$ cat src/rtl/psr_pkg.sv
`timescale 1ns / 1ps
// Package for the periodic sensor report block: payload structs, register map,
// temperature table and widths shared by all modules. Depends on nothing.
package psr_pkg;

    // Widths of the samples and of the report bytes.
    localparam int SAMPLE_W = 10;
    localparam int BYTE_W   = 8;

    // Default number of temperature table entries used by the interpolation.
    localparam int TABLE_ENTRIES_DEF = 103;

    // Configuration port geometry: eight 32-bit registers at word addresses.
    localparam int APB_DATA_W = 32;
    localparam int APB_ADDR_W = 5;
    localparam int REG_IDX_W  = 3;

    localparam logic [REG_IDX_W-1:0] REG_TICKS_PER_SECOND   = 3'd0;
    localparam logic [REG_IDX_W-1:0] REG_REPORT_SECONDS     = 3'd1;
    localparam logic [REG_IDX_W-1:0] REG_REPORT_MINUTES     = 3'd2;
    localparam logic [REG_IDX_W-1:0] REG_HUMIDITY_MIN_COUNT = 3'd3;
    localparam logic [REG_IDX_W-1:0] REG_HUMIDITY_MAX_COUNT = 3'd4;
    localparam logic [REG_IDX_W-1:0] REG_HUMIDITY_SLOPE     = 3'd5;
    localparam logic [REG_IDX_W-1:0] REG_TEMP_FIRST_COUNT   = 3'd6;
    localparam logic [REG_IDX_W-1:0] REG_TEMP_STEP_COUNT    = 3'd7;

    // Byte kinds of a report, in the order they are sent.
    localparam logic [1:0] KIND_PACKET   = 2'd0;
    localparam logic [1:0] KIND_HUMIDITY = 2'd1;
    localparam logic [1:0] KIND_TEMP     = 2'd2;

    // Seconds per minute and the scale of the table (hundredths of a degree).
    localparam int SECONDS_PER_MINUTE = 60;
    localparam int TEMP_SCALE         = 100;

    // Queue depths.
    localparam int JOBQ_DEPTH = 2;
    localparam int OUTQ_DEPTH = 4;

    // Temperature table in hundredths of a degree; entries beyond it read zero.
    localparam int ROM_SIZE  = 103;
    localparam int ROM_W     = 17;
    localparam int ROM_IDX_W = $clog2(ROM_SIZE);

    localparam int TEMP_ROM [ROM_SIZE] = '{
        -8699, -5905, -4991, -4396, -3945, -3576, -3261, -2984, -2737, -2511,
        -2303, -2110, -1929, -1758, -1595, -1441, -1292, -1150, -1012, -879,
        -750, -625, -503, -383, -266, -152, -40, 71, 180, 287,
        393, 497, 601, 703, 805, 905, 1006, 1105, 1204, 1303,
        1402, 1500, 1598, 1696, 1795, 1893, 1992, 2090, 2190, 2289,
        2389, 2490, 2591, 2693, 2796, 2900, 3005, 3111, 3219, 3327,
        3437, 3549, 3663, 3778, 3895, 4014, 4136, 4260, 4387, 4517,
        4650, 4786, 4926, 5070, 5218, 5371, 5529, 5692, 5862, 6038,
        6222, 6414, 6615, 6826, 7049, 7284, 7534, 7801, 8087, 8395,
        8730, 9096, 9500, 9952, 10462, 11048, 11736, 12567, 13609, 14994,
        17020, 20611, 33042
    };

    typedef struct packed {
        logic [SAMPLE_W-1:0] humidity_sample;
        logic [SAMPLE_W-1:0] temperature_sample;
    } t_in_item;

    typedef struct packed {
        logic [BYTE_W-1:0] report_byte;
        logic [1:0]        byte_kind;
        logic              last_byte;
    } t_out_item;

    // One report to be built: packet number and the samples of its tick.
    typedef struct packed {
        logic [BYTE_W-1:0]   packet_number;
        logic [SAMPLE_W-1:0] humidity_sample;
        logic [SAMPLE_W-1:0] temperature_sample;
    } t_job;

    typedef struct packed {
        logic [7:0]          ticks_per_second;
        logic [5:0]          report_seconds;
        logic [7:0]          report_minutes;
        logic [SAMPLE_W-1:0] humidity_min_count;
        logic [SAMPLE_W-1:0] humidity_max_count;
        logic [15:0]         humidity_slope;
        logic [SAMPLE_W-1:0] temp_first_count;
        logic [SAMPLE_W-1:0] temp_step_count;
    } t_cfg;

    function automatic logic signed [ROM_W-1:0] temp_rom(input logic [SAMPLE_W-1:0] idx);
        logic signed [ROM_W-1:0] val;
        val = '0;
        if (idx < SAMPLE_W'(ROM_SIZE)) begin
            val = ROM_W'(TEMP_ROM[idx[ROM_IDX_W-1:0]]);
        end
        return val;
    endfunction

    function automatic logic [1:0] next_kind(input logic [1:0] kind);
        logic [1:0] nk;
        case (kind)
            KIND_PACKET:   nk = KIND_HUMIDITY;
            KIND_HUMIDITY: nk = KIND_TEMP;
            default:       nk = KIND_PACKET;
        endcase
        return nk;
    endfunction

endpackage

$ cat src/rtl/psr_cfg.sv
`timescale 1ns / 1ps
// Configuration register file with its APB-style access port.
// Depends on psr_pkg for the register map and the t_cfg struct.
module psr_cfg (
    input  logic                            i_clk,
    input  logic                            i_rst_n,
    input  logic                            psel,
    input  logic                            penable,
    input  logic                            pwrite,
    input  logic [psr_pkg::APB_ADDR_W-1:0]  paddr,
    input  logic [psr_pkg::APB_DATA_W-1:0]  pwdata,
    output logic [psr_pkg::APB_DATA_W-1:0]  prdata,
    output logic                            pready,
    output psr_pkg::t_cfg                   o_cfg
);
    import psr_pkg::*;

    t_cfg                 r_cfg;
    logic [REG_IDX_W-1:0] reg_idx;
    logic                 wr_en;

    assign reg_idx = paddr[APB_ADDR_W-1:2];
    assign wr_en   = psel && penable && pwrite;
    assign pready  = 1'b1;
    assign o_cfg   = r_cfg;

    always_ff @(posedge i_clk) begin
        if (!i_rst_n) begin
            r_cfg.ticks_per_second   <= 8'd20;
            r_cfg.report_seconds     <= 6'd0;
            r_cfg.report_minutes     <= 8'd1;
            r_cfg.humidity_min_count <= SAMPLE_W'(0);
            r_cfg.humidity_max_count <= SAMPLE_W'(614);
            r_cfg.humidity_slope     <= 16'd10677;
            r_cfg.temp_first_count   <= SAMPLE_W'(0);
            r_cfg.temp_step_count    <= SAMPLE_W'(10);
        end else if (wr_en) begin
            case (reg_idx)
                REG_TICKS_PER_SECOND:   r_cfg.ticks_per_second   <= pwdata[7:0];
                REG_REPORT_SECONDS:     r_cfg.report_seconds     <= pwdata[5:0];
                REG_REPORT_MINUTES:     r_cfg.report_minutes     <= pwdata[7:0];
                REG_HUMIDITY_MIN_COUNT: r_cfg.humidity_min_count <= pwdata[SAMPLE_W-1:0];
                REG_HUMIDITY_MAX_COUNT: r_cfg.humidity_max_count <= pwdata[SAMPLE_W-1:0];
                REG_HUMIDITY_SLOPE:     r_cfg.humidity_slope     <= pwdata[15:0];
                REG_TEMP_FIRST_COUNT:   r_cfg.temp_first_count   <= pwdata[SAMPLE_W-1:0];
                REG_TEMP_STEP_COUNT:    r_cfg.temp_step_count    <= pwdata[SAMPLE_W-1:0];
                default: begin
                end
            endcase
        end
    end

    always_comb begin
        case (reg_idx)
            REG_TICKS_PER_SECOND:   prdata = APB_DATA_W'(r_cfg.ticks_per_second);
            REG_REPORT_SECONDS:     prdata = APB_DATA_W'(r_cfg.report_seconds);
            REG_REPORT_MINUTES:     prdata = APB_DATA_W'(r_cfg.report_minutes);
            REG_HUMIDITY_MIN_COUNT: prdata = APB_DATA_W'(r_cfg.humidity_min_count);
            REG_HUMIDITY_MAX_COUNT: prdata = APB_DATA_W'(r_cfg.humidity_max_count);
            REG_HUMIDITY_SLOPE:     prdata = APB_DATA_W'(r_cfg.humidity_slope);
            REG_TEMP_FIRST_COUNT:   prdata = APB_DATA_W'(r_cfg.temp_first_count);
            REG_TEMP_STEP_COUNT:    prdata = APB_DATA_W'(r_cfg.temp_step_count);
            default:                prdata = '0;
        endcase
    end

endmodule

$ cat src/rtl/psr_front.sv
`timescale 1ns / 1ps
// Front end: tick prescaler, seconds and minutes counts, packet numbering.
// Depends on psr_pkg; issues one job per report into the job queue.
module psr_front (
    input  logic              i_clk,
    input  logic              i_rst_n,
    input  psr_pkg::t_cfg     i_cfg,
    input  logic              i_accept,
    input  psr_pkg::t_in_item i_item,
    output logic              o_job_push,
    output psr_pkg::t_job     o_job
);
    import psr_pkg::*;

    logic [7:0]        r_tick;
    logic [5:0]        r_sec;
    logic [7:0]        r_min;
    logic [BYTE_W-1:0] r_pkt;

    logic [7:0] tick_inc;
    logic       sec_edge;
    logic [5:0] sec_inc;
    logic       sec_wrap;
    logic [5:0] sec_new;
    logic [7:0] min_new;
    logic       report;

    assign tick_inc = r_tick + 8'd1;
    assign sec_edge = (tick_inc == i_cfg.ticks_per_second);
    assign sec_inc  = r_sec + 6'd1;
    assign sec_wrap = (sec_inc == 6'(SECONDS_PER_MINUTE));
    assign sec_new  = sec_wrap ? 6'd0 : sec_inc;
    assign min_new  = sec_wrap ? (r_min + 8'd1) : r_min;
    assign report   = sec_edge && (sec_new == i_cfg.report_seconds)
                      && (min_new == i_cfg.report_minutes);

    always_ff @(posedge i_clk) begin
        if (!i_rst_n) begin
            r_tick <= '0;
            r_sec  <= '0;
            r_min  <= '0;
            r_pkt  <= '0;
        end else if (i_accept) begin
            if (!sec_edge) begin
                r_tick <= tick_inc;
            end else begin
                r_tick <= '0;
                if (report) begin
                    r_sec <= '0;
                    r_min <= '0;
                    r_pkt <= r_pkt + 8'd1;
                end else begin
                    r_sec <= sec_new;
                    r_min <= min_new;
                end
            end
        end
    end

    assign o_job_push               = i_accept && report;
    assign o_job.packet_number      = r_pkt + 8'd1;
    assign o_job.humidity_sample    = i_item.humidity_sample;
    assign o_job.temperature_sample = i_item.temperature_sample;

endmodule

$ cat src/rtl/psr_jobq.sv
`timescale 1ns / 1ps
// Short job queue between the front end and the back end.
// Depends on psr_pkg for t_job and the queue depth.
module psr_jobq (
    input  logic          i_clk,
    input  logic          i_rst_n,
    input  logic          i_push,
    input  psr_pkg::t_job i_job,
    output logic          o_full,
    input  logic          i_pop,
    output logic          o_valid,
    output psr_pkg::t_job o_job
);
    import psr_pkg::*;

    localparam int PTR_W = $clog2(JOBQ_DEPTH);

    t_job             r_mem [JOBQ_DEPTH];
    logic [PTR_W-1:0] r_wp;
    logic [PTR_W-1:0] r_rp;
    logic [PTR_W:0]   r_cnt;

    logic do_push;
    logic do_pop;

    assign o_full  = (r_cnt == (PTR_W+1)'(JOBQ_DEPTH));
    assign o_valid = (r_cnt != '0);
    assign o_job   = r_mem[r_rp];
    assign do_push = i_push && !o_full;
    assign do_pop  = i_pop && o_valid;

    always_ff @(posedge i_clk) begin
        if (!i_rst_n) begin
            r_wp  <= '0;
            r_rp  <= '0;
            r_cnt <= '0;
        end else begin
            if (do_push) begin
                r_wp <= r_wp + PTR_W'(1);
            end
            if (do_pop) begin
                r_rp <= r_rp + PTR_W'(1);
            end
            if (do_push && !do_pop) begin
                r_cnt <= r_cnt + (PTR_W+1)'(1);
            end else if (do_pop && !do_push) begin
                r_cnt <= r_cnt - (PTR_W+1)'(1);
            end
        end
    end

    always_ff @(posedge i_clk) begin
        if (do_push) begin
            r_mem[r_wp] <= i_job;
        end
    end

endmodule

$ cat src/rtl/psr_back.sv
`timescale 1ns / 1ps
// Back end: builds the three report bytes of a job with a bit-serial index
// divider and a bit-serial scaling divider. Depends on psr_pkg.
module psr_back #(
    parameter int TABLE_ENTRIES = psr_pkg::TABLE_ENTRIES_DEF
) (
    input  logic                  i_clk,
    input  logic                  i_rst_n,
    input  psr_pkg::t_cfg         i_cfg,
    input  logic                  i_job_valid,
    input  psr_pkg::t_job         i_job,
    output logic                  o_job_pop,
    input  logic                  i_pop,
    output logic                  o_empty,
    output psr_pkg::t_out_item    o_result
);
    import psr_pkg::*;

    localparam logic [SAMPLE_W-1:0] LAST_IDX = SAMPLE_W'(TABLE_ENTRIES - 1);
    localparam int HUM_W  = SAMPLE_W + 16;
    localparam int SPAN_W = 2 * SAMPLE_W;
    localparam int PA_W   = ROM_W + SAMPLE_W + 1;
    localparam int PB_W   = ROM_W + SAMPLE_W + 2;
    localparam int NUM_W  = PB_W + 1;
    localparam int DIV_W  = SAMPLE_W + $clog2(TEMP_SCALE);
    localparam int Q_W    = 9;
    localparam int DSH_W  = DIV_W + Q_W - 1;
    localparam int CNT_W  = $clog2(SAMPLE_W);
    localparam int OQ_PTR_W = $clog2(OUTQ_DEPTH);

    typedef enum logic [8:0] {
        ST_IDLE  = 9'b000000001,
        ST_PREP  = 9'b000000010,
        ST_CHECK = 9'b000000100,
        ST_KDIV  = 9'b000001000,
        ST_ROM   = 9'b000010000,
        ST_PROD  = 9'b000100000,
        ST_SUM   = 9'b001000000,
        ST_QDIV  = 9'b010000000,
        ST_EMIT  = 9'b100000000
    } t_back_state;

    t_back_state r_state;

    logic [BYTE_W-1:0]       r_pkt;
    logic [SAMPLE_W-1:0]     r_hs;
    logic [SAMPLE_W-1:0]     r_ts;
    logic [BYTE_W-1:0]       r_hum;
    logic [BYTE_W-1:0]       r_temp;
    logic [SAMPLE_W-1:0]     r_p;
    logic [SPAN_W-1:0]       r_span;
    logic                    r_below;
    logic [SAMPLE_W-1:0]     r_diff;
    logic [SAMPLE_W:0]       r_rem;
    logic [SAMPLE_W-1:0]     r_dvd;
    logic [CNT_W-1:0]        r_cnt;
    logic                    r_top;
    logic signed [ROM_W-1:0] r_lo;
    logic signed [ROM_W:0]   r_delta;
    logic signed [PA_W-1:0]  r_pa;
    logic signed [PB_W-1:0]  r_pb;
    logic [DIV_W-1:0]        r_div;
    logic                    r_neg;
    logic [NUM_W-1:0]        r_mag;
    logic [DSH_W-1:0]        r_dsh;
    logic [Q_W-1:0]          r_q;
    logic [1:0]              r_kind;

    t_out_item             r_oq [OUTQ_DEPTH];
    logic [OQ_PTR_W-1:0]   r_owp;
    logic [OQ_PTR_W-1:0]   r_orp;
    logic [OQ_PTR_W:0]     r_ocnt;

    logic [SAMPLE_W-1:0]     p_eff;
    logic [HUM_W-1:0]        hum_prod;
    logic                    hum_ok;
    logic [SPAN_W-1:0]       span;
    logic [SAMPLE_W:0]       k_trial;
    logic                    k_ge;
    logic                    k_top;
    logic [SAMPLE_W-1:0]     lo_idx;
    logic signed [ROM_W-1:0] rom_lo;
    logic signed [ROM_W-1:0] rom_hi;
    logic signed [ROM_W:0]   delta;
    logic signed [PA_W-1:0]  pa;
    logic signed [PB_W-1:0]  pb;
    logic signed [NUM_W-1:0] num;
    logic                    q_ge;
    logic [Q_W-1:0]          q_fin;
    logic [BYTE_W-1:0]       q_byte;
    logic                    oq_full;
    logic                    oq_push;
    logic                    oq_pop;
    t_out_item               emit_item;

    // A step of zero behaves as a step of one.
    assign p_eff    = (i_cfg.temp_step_count == '0) ? SAMPLE_W'(1) : i_cfg.temp_step_count;
    assign hum_prod = HUM_W'(r_hs) * HUM_W'(i_cfg.humidity_slope);
    assign hum_ok   = (r_hs > i_cfg.humidity_min_count) && (r_hs < i_cfg.humidity_max_count);
    assign span     = SPAN_W'(p_eff) * SPAN_W'(LAST_IDX);

    // Restoring division of the offset by the step, one quotient bit a cycle.
    assign k_trial = {r_rem[SAMPLE_W-1:0], r_dvd[SAMPLE_W-1]};
    assign k_ge    = (k_trial >= {1'b0, r_p});

    // Past the last interval the last entry is used on its own.
    assign k_top  = (r_dvd >= LAST_IDX);
    assign lo_idx = k_top ? LAST_IDX : r_dvd;
    assign rom_lo = temp_rom(lo_idx);
    assign rom_hi = temp_rom(r_dvd + SAMPLE_W'(1));
    assign delta  = (ROM_W+1)'(rom_hi) - (ROM_W+1)'(rom_lo);

    assign pa  = r_lo * $signed({1'b0, r_p});
    assign pb  = r_delta * $signed({1'b0, r_rem[SAMPLE_W-1:0]});
    assign num = NUM_W'(r_pa) + NUM_W'(r_pb);

    // The scaled quotient stays below 512 in magnitude, so nine steps suffice.
    assign q_ge   = (r_mag >= NUM_W'(r_dsh));
    assign q_fin  = {r_q[Q_W-2:0], q_ge};
    assign q_byte = r_neg ? (BYTE_W'(~q_fin) + BYTE_W'(1)) : BYTE_W'(q_fin);

    assign o_job_pop = (r_state == ST_IDLE) && i_job_valid;

    always_comb begin
        emit_item.byte_kind = r_kind;
        emit_item.last_byte = (r_kind == KIND_TEMP);
        case (r_kind)
            KIND_PACKET:   emit_item.report_byte = r_pkt;
            KIND_HUMIDITY: emit_item.report_byte = r_hum;
            default:       emit_item.report_byte = r_temp;
        endcase
    end

    always_ff @(posedge i_clk) begin
        if (!i_rst_n) begin
            r_state <= ST_IDLE;
        end else begin
            case (r_state)
                ST_IDLE: begin
                    if (i_job_valid) begin
                        r_state <= ST_PREP;
                    end
                end
                ST_PREP: begin
                    r_state <= ST_CHECK;
                end
                ST_CHECK: begin
                    if (r_below || (SPAN_W'(r_diff) > r_span)) begin
                        r_state <= ST_EMIT;
                    end else begin
                        r_state <= ST_KDIV;
                    end
                end
                ST_KDIV: begin
                    if (r_cnt == CNT_W'(SAMPLE_W - 1)) begin
                        r_state <= ST_ROM;
                    end
                end
                ST_ROM: begin
                    r_state <= ST_PROD;
                end
                ST_PROD: begin
                    r_state <= ST_SUM;
                end
                ST_SUM: begin
                    r_state <= ST_QDIV;
                end
                ST_QDIV: begin
                    if (r_cnt == CNT_W'(Q_W - 1)) begin
                        r_state <= ST_EMIT;
                    end
                end
                ST_EMIT: begin
                    if (!oq_full && (r_kind == KIND_TEMP)) begin
                        r_state <= ST_IDLE;
                    end
                end
                default: begin
                    r_state <= ST_IDLE;
                end
            endcase
        end
    end

    always_ff @(posedge i_clk) begin
        case (r_state)
            ST_IDLE: begin
                r_pkt  <= i_job.packet_number;
                r_hs   <= i_job.humidity_sample;
                r_ts   <= i_job.temperature_sample;
                r_kind <= KIND_PACKET;
            end
            ST_PREP: begin
                r_hum   <= hum_ok ? hum_prod[16 +: BYTE_W] : {BYTE_W{1'b1}};
                r_p     <= p_eff;
                r_span  <= span;
                r_below <= (r_ts < i_cfg.temp_first_count);
                r_diff  <= r_ts - i_cfg.temp_first_count;
            end
            ST_CHECK: begin
                r_temp <= {BYTE_W{1'b1}};
                r_rem  <= '0;
                r_dvd  <= r_diff;
                r_cnt  <= '0;
            end
            ST_KDIV: begin
                r_rem <= k_ge ? (k_trial - {1'b0, r_p}) : k_trial;
                r_dvd <= {r_dvd[SAMPLE_W-2:0], k_ge};
                r_cnt <= r_cnt + CNT_W'(1);
            end
            ST_ROM: begin
                r_top   <= k_top;
                r_lo    <= rom_lo;
                r_delta <= delta;
            end
            ST_PROD: begin
                if (r_top) begin
                    r_pa  <= PA_W'(r_lo);
                    r_pb  <= '0;
                    r_div <= DIV_W'(TEMP_SCALE);
                end else begin
                    r_pa  <= pa;
                    r_pb  <= pb;
                    r_div <= DIV_W'(r_p) * DIV_W'(TEMP_SCALE);
                end
            end
            ST_SUM: begin
                r_neg <= num[NUM_W-1];
                r_mag <= num[NUM_W-1] ? NUM_W'(-num) : NUM_W'(num);
                r_dsh <= {r_div, {(Q_W-1){1'b0}}};
                r_q   <= '0;
                r_cnt <= '0;
            end
            ST_QDIV: begin
                if (q_ge) begin
                    r_mag <= r_mag - NUM_W'(r_dsh);
                end
                r_q   <= q_fin;
                r_dsh <= r_dsh >> 1;
                r_cnt <= r_cnt + CNT_W'(1);
                if (r_cnt == CNT_W'(Q_W - 1)) begin
                    r_temp <= q_byte;
                end
            end
            ST_EMIT: begin
                if (!oq_full) begin
                    r_kind <= next_kind(r_kind);
                end
            end
            default: begin
            end
        endcase
    end

    // Result queue.
    assign oq_full  = (r_ocnt == (OQ_PTR_W+1)'(OUTQ_DEPTH));
    assign oq_push  = (r_state == ST_EMIT) && !oq_full;
    assign o_empty  = (r_ocnt == '0);
    assign oq_pop   = i_pop && !o_empty;
    assign o_result = r_oq[r_orp];

    always_ff @(posedge i_clk) begin
        if (!i_rst_n) begin
            r_owp  <= '0;
            r_orp  <= '0;
            r_ocnt <= '0;
        end else begin
            if (oq_push) begin
                r_owp <= r_owp + OQ_PTR_W'(1);
            end
            if (oq_pop) begin
                r_orp <= r_orp + OQ_PTR_W'(1);
            end
            if (oq_push && !oq_pop) begin
                r_ocnt <= r_ocnt + (OQ_PTR_W+1)'(1);
            end else if (oq_pop && !oq_push) begin
                r_ocnt <= r_ocnt - (OQ_PTR_W+1)'(1);
            end
        end
    end

    always_ff @(posedge i_clk) begin
        if (oq_push) begin
            r_oq[r_owp] <= emit_item;
        end
    end

endmodule

$ cat src/rtl/periodic_sensor_report.sv
`timescale 1ns / 1ps
// Top level of the periodic sensor report block.
// Depends on psr_pkg, psr_cfg, psr_front, psr_jobq and psr_back.
//
// Every accepted input item is one timer tick that carries the latest humidity
// and temperature samples. The front end counts ticks into seconds and seconds
// into minutes; when the count reaches the programmed interval it clears both
// counts, bumps the packet number and hands a job to the back end through a
// two-entry job queue. The back end turns each job into three result items:
// the packet number, the humidity byte and the temperature byte (the last one
// flagged with last_byte). Ticks are taken one per clock as long as the job
// queue has room, so full only rises while two reports wait in the job queue
// behind the one being built. In the back end a report goes through set-up,
// then, for a temperature within the table, the bit-serial table index
// divider, the table lookup, the multiplications and the bit-serial divider
// that scales the interpolated value to degrees, and last the three pushes
// into the four-entry result queue, which wait while that queue is full.
// Configuration registers sit on an APB-style port at byte addresses
// 0, 4, ... 28 and must only be written while no report is being built.
module periodic_sensor_report #(
    parameter int TABLE_ENTRIES = psr_pkg::TABLE_ENTRIES_DEF
) (
    input  logic                           i_clk,
    input  logic                           i_rst_n,
    // Tick input.
    input  logic                           push,
    output logic                           full,
    input  psr_pkg::t_in_item              i_item,
    // Report bytes.
    output logic                           empty,
    input  logic                           pop,
    output psr_pkg::t_out_item             o_result,
    // Configuration port.
    input  logic                           psel,
    input  logic                           penable,
    input  logic                           pwrite,
    input  logic [psr_pkg::APB_ADDR_W-1:0] paddr,
    input  logic [psr_pkg::APB_DATA_W-1:0] pwdata,
    output logic [psr_pkg::APB_DATA_W-1:0] prdata,
    output logic                           pready
);
    import psr_pkg::*;

    t_cfg cfg;
    t_job front_job;
    t_job back_job;
    logic accept;
    logic job_push;
    logic job_valid;
    logic job_pop;

    // A tick is taken whenever the job queue can absorb a possible report.
    assign accept = push && !full;

    psr_cfg u_cfg (
        .i_clk   (i_clk),
        .i_rst_n (i_rst_n),
        .psel    (psel),
        .penable (penable),
        .pwrite  (pwrite),
        .paddr   (paddr),
        .pwdata  (pwdata),
        .prdata  (prdata),
        .pready  (pready),
        .o_cfg   (cfg)
    );

    psr_front u_front (
        .i_clk      (i_clk),
        .i_rst_n    (i_rst_n),
        .i_cfg      (cfg),
        .i_accept   (accept),
        .i_item     (i_item),
        .o_job_push (job_push),
        .o_job      (front_job)
    );

    psr_jobq u_jobq (
        .i_clk   (i_clk),
        .i_rst_n (i_rst_n),
        .i_push  (job_push),
        .i_job   (front_job),
        .o_full  (full),
        .i_pop   (job_pop),
        .o_valid (job_valid),
        .o_job   (back_job)
    );

    psr_back #(
        .TABLE_ENTRIES (TABLE_ENTRIES)
    ) u_back (
        .i_clk       (i_clk),
        .i_rst_n     (i_rst_n),
        .i_cfg       (cfg),
        .i_job_valid (job_valid),
        .i_job       (back_job),
        .o_job_pop   (job_pop),
        .i_pop       (pop),
        .o_empty     (empty),
        .o_result    (o_result)
    );

endmodule

$ cat config.mk
export PLATFORM = sky130hd
export DESIGN_NAME = periodic_sensor_report
export DESIGN_NICKNAME = d
export VERILOG_FILES = /design/src/rtl/psr_pkg.sv /design/src/rtl/psr_cfg.sv /design/src/rtl/psr_front.sv /design/src/rtl/psr_jobq.sv /design/src/rtl/psr_back.sv /design/src/rtl/periodic_sensor_report.sv
export SDC_FILE = /design/constraint.sdc
export NUM_CORES = 2
export LEC_CHECK = 0
export BUFFER_PORTS_ARGS = -buffer_cell sky130_fd_sc_hd__buf_2
export CORE_ASPECT_RATIO = 0.8
export CORE_UTILIZATION = 40
export DETAILED_ROUTE_END_ITERATION = 10
export GPL_TIMING_DRIVEN = 0
export PLACE_DENSITY = 0.57
export SYNTH_ARGS = -nofsm -noshare
export SYNTH_HDL_FRONTEND = slang
export SYNTH_HIERARCHICAL = 1
export SYNTH_SLANG_ARGS = --single-unit
$ cat constraint.sdc
create_clock -name i_clk -period 12.9 [get_ports i_clk]
set_input_delay 0.645 -clock i_clk [delete_from_list [all_inputs] [get_ports i_clk]]
set_output_delay 0.645 -clock i_clk [all_outputs]
set_load 0.01 [all_outputs]
==> flow_metrics.py <==
metrics = {
    "clocking": {
        "ctsResizeCount": 0,
        "cts_tree": "built",
        "cts_max_level": 2,
        "clk_pin_slew_ns": 0.07,
        "clockRootBuffer": "clkbuf_16",
        "cts.sinks": 508,
        "holdBufCountCts": 0,
        "cts_setup_buffers": 0,
        "clk_latency_ns": 0.67,
        "numCtsBuffers": 57,
        "clock_path_buffers": 3,
    },
    "yosys": {
        "ys_seq_area_share_pct": 27.2,
        "synth-seq-cells": 508,
        "synth_top_area_cell": "edfxtp_1",
        "synth.cell_area_sq_mm": 0.0513,
        "async_reset_ff_share_pct": 0,
        "ys.flop_type": "edfxtp_1",
        "synth_top_area_share_pct": 22.1,
        "yosys_warnings": 6,
        "synth-edff-count": 377,
        "ys_types": 104,
        "ys_top_cells_by_area": "edfxtp_1 (22%), fa_1 (17%), ha_1 (9.9%), inv_1 (5.5%), dfxtp_1 (5.1%)",
        "syn_area_per_cell_sq_um": 9.13,
        "synthCells": 5619,
    },
    "worst_setup_path": {
        "crit_fanout": 10,
        "cp_slowest_stage_delay_ns": 0.80,
        "start_kind": "register",
        "startpoint": "u_back/r_dvd[0]$_DFFE_PP_",
        "cpMostUsedCell": "a21oi_1",
        "ff2ff_setup_slack_ns": 4.31,
        "required_ns": 13.29,
        "cp_slowest_cell": "a2111oi_0",
        "path_class": "register to register",
        "timing.rr.end": "u_back/r_delta[16]$_DFFE_PP_",
        "crit_end": "u_back/r_delta[16]$_DFFE_PP_",
        "endpoint_kind": "register",
        "cp.arrival_ns": 8.98,
        "ff2ff_path_depth": 28,
        "r2r-start": "u_back/r_dvd[0]$_DFFE_PP_",
    },
    "detailed_routing": {
        "initialDrtViolationCount": 4406,
        "wl_um": 163000,
        "routedWlPerCell_um": 21.8,
        "first_pass_iters": 9,
        "drc": 0,
        "via_count": 41400,
        "vias_per_cell": 5.54,
        "detail-route-antenna-nets": 0,
    },
    "run": {
        "max_cap_violations": 0,
    },
    "sta": {
        "finalMaxSlewViolations": 0,
        "whs_ns": 0.164,
        "tightest_slew_ns": 1.37,
        "post-route-min-period_ns": 8.59,
        "fmaxAchievable_ghz": 0.116,
        "hold_viol": 0,
        "finalSetupViolCount": 0,
        "fin_crit_sh_pct": 66.6,
        "setup_ws_ns": 4.31,
        "maxSlewHeadroom_pct": 8.69,
        "grt_setup_unrepaired": "false",
        "skew_ns": 0.0433,
    },
    "final_layout": {
        "layout_common_cells": "inv_1 (748), nand2_1 (679), fa_1 (445), ha_1 (407), edfxtp_1 (377)",
        "nNetsFinal": 6671,
        "multi_input_area_sq_mm": 0.0331,
        "post-route-util_pct": 43.8,
        "mostFrequentLayoutCell": "inv_1",
        "areaGrowthSynthToFinish_pct": 8.68,
        "seq_area_sq_mm": 0.0139,
        "layout-drive-gt1-share_pct": 5.96,
        "num-fill-cells": 12500,
    },
    "die": {
        "die-area_sq_mm": 0.130,
        "ios": 110,
        "die_w_um": 402,
        "core_area_sq_mm": 0.127,
        "rows": 117,
        "chipHeight_um": 322,
        "initial_core_util_pct": 40.3,
    },
    "pwr": {
        "p_int_mw": 5.76,
        "power_frac_clock_pct": 15.7,
        "p_leak_nw": 24.1,
        "cellPowerDensity_mw_per_mm2": 190,
        "vdd_ir_drop_max_mv": 0.415,
        "power_mw": 10.6,
        "switching_share_pct": 45.7,
        "p_sw_mw": 4.85,
        "p_seq_share_pct": 19.8,
        "p_comb_share_pct": 64.6,
    },
    "placed_design": {
        "portBuffers": 47,
        "gp_congestion": 1.01,
        "dp_hpwl_um": 129000,
        "place_ws_ns": 4.73,
    },
    "grt": {
        "grt_max_degree": 39,
        "grt_antenna_before_repair": 6,
        "grt_pass1_wl_um": 246000,
        "grt_pass1_vias": 39900,
        "grt_util_all_layers_pct": 24.7,
        "grt_overflow": 0,
    },
    "min_path": {
        "hold_class": "input pin to register",
    },
    "status": {
        "status": "completed",
    },
}
==> worst max-delay path: cells and delay by family (launching register included) <==
| kind | cells | cell delay, ns |
|---|---|---|
| xor+xnor | 1 | 0.12 |
| compound gates | 14 | 3.33 |
| buf+inv | 5 | 1.88 |
| fa+ha+maj | 3 | 1.03 |
| simple gates | 5 | 1.48 |
| flops | 1 | 0.49 |
==> cells in the mapped netlist (all sizes together) (69+ instances only) <==
cell and instances:
a21oi 237, and2 286, buf 92, clkbuf 243, dfxtp 131, edfxtp 377
fa 445, ha 407, inv 751, nand2 680, nand3 91, nor2 296
nor2b 69, o21ai 298, xnor2 140, xor2 95
==> power groups by stage <==
stage / clock network [mW] / registers (mW) / logic (mW)
2_1_floorplan: 0 / 2.06 / 4.97
3_3_place_gp: 0 / 2.13 / 6.68
3_5_place_dp: 0 / 2.13 / 6.76
4_1_cts: 1.70 / 2.09 / 6.84
5_1_grt: 1.77 / 2.11 / 7.86
6_report: 1.66 / 2.10 / 6.85
==> flip-flops by register name, summed over array words and instances, names as in the netlist, 15 cells and up, named ones only <==
| register | count |
|---|---|
| u_back/r_delta | 18 |
| u_back/r_div | 15 |
| u_back/r_dsh | 25 |
| u_back/r_lo | 17 |
| u_back/r_mag | 30 |
| u_back/r_oq | 44 |
| u_back/r_pa | 28 |
| u_back/r_pb | 29 |
| u_back/r_span | 15 |
| u_cfg/o_cfg | 78 |
| u_jobq/r_mem | 56 |
==> per-layer routing <==
metal	share of wire (%)	track usage [%]
met4	3.1	7.31
met3	8.5	4.66
met1	47	37.0
met2	41	35.6
met5	0.017	0
==> cells by family (layout without fill, tap and decap cells) <==
logic type / after synthesis / in the layout / share of synthesized area (%)
adders and majority gates: 852 / 852 / 27.3
and+or+nand+nor: 1757 / 1757 / 16.8
other: 2 / 20 / 0.0146
DFF: 508 / 508 / 27.2
AOI/OAI and AO/OA: 1056 / 1056 / 13.3
xor gates and xnor gates: 235 / 235 / 4.01
buffers and inverters: 1088 / 1257 / 8.47
muxes: 121 / 121 / 2.88
==> how the worst min path moves through the flow <==
| stage | startpoint | endpoint | slack [ns] | depth (start not counted) |
|---|---|---|---|---|
| after floorplan | u_cfg/o_cfg[34]$_SDFFE_PN0P_ | u_cfg/o_cfg[34]$_SDFFE_PN0P_ | 0.44 | 2 |
| after global placement | u_cfg/o_cfg[34]$_SDFFE_PN0P_ | u_cfg/o_cfg[34]$_SDFFE_PN0P_ | 0.46 | 2 |
| after detailed placement | u_cfg/o_cfg[34]$_SDFFE_PN0P_ | u_cfg/o_cfg[34]$_SDFFE_PN0P_ | 0.46 | 2 |
| after CTS | i_item[10] | u_jobq/r_mem[0][10]$_DFFE_PP_ | 0.12 | 1 |
| after global routing | i_item[10] | u_jobq/r_mem[0][10]$_DFFE_PP_ | 0.14 | 1 |
| final | i_item[10] | u_jobq/r_mem[0][10]$_DFFE_PP_ | 0.16 | 1 |
==> per-stage QoR <==
| step | setup TNS (ns) | cells | area, sq um |
|---|---|---|---|
| after floorplan | 0 | 5634 | 51300 |
| after global placement | -80.08 | 7347 | 53700 |
| after detailed placement | 0 | 7362 | 53900 |
| after CTS | 0 | 7469 | 55700 |
| after global routing | 0 | 7470 | 55700 |
| final | 0 | 7472 | 55700 |
==> area by class of cell <==
cell class              instances  share of cell area [%]
diodes                          3                  0.0135
well taps                    1666                    3.74
clock inverters                29                   0.563
clock buffers                  78                    2.80
repair buffers                 62                   0.705
plain buffers                 335                    2.72
multi-input cells            4038                    59.4
flip-flops and latches        508                    25.0
inverters                     753                    5.07
(Power assumes the default switching activity.)
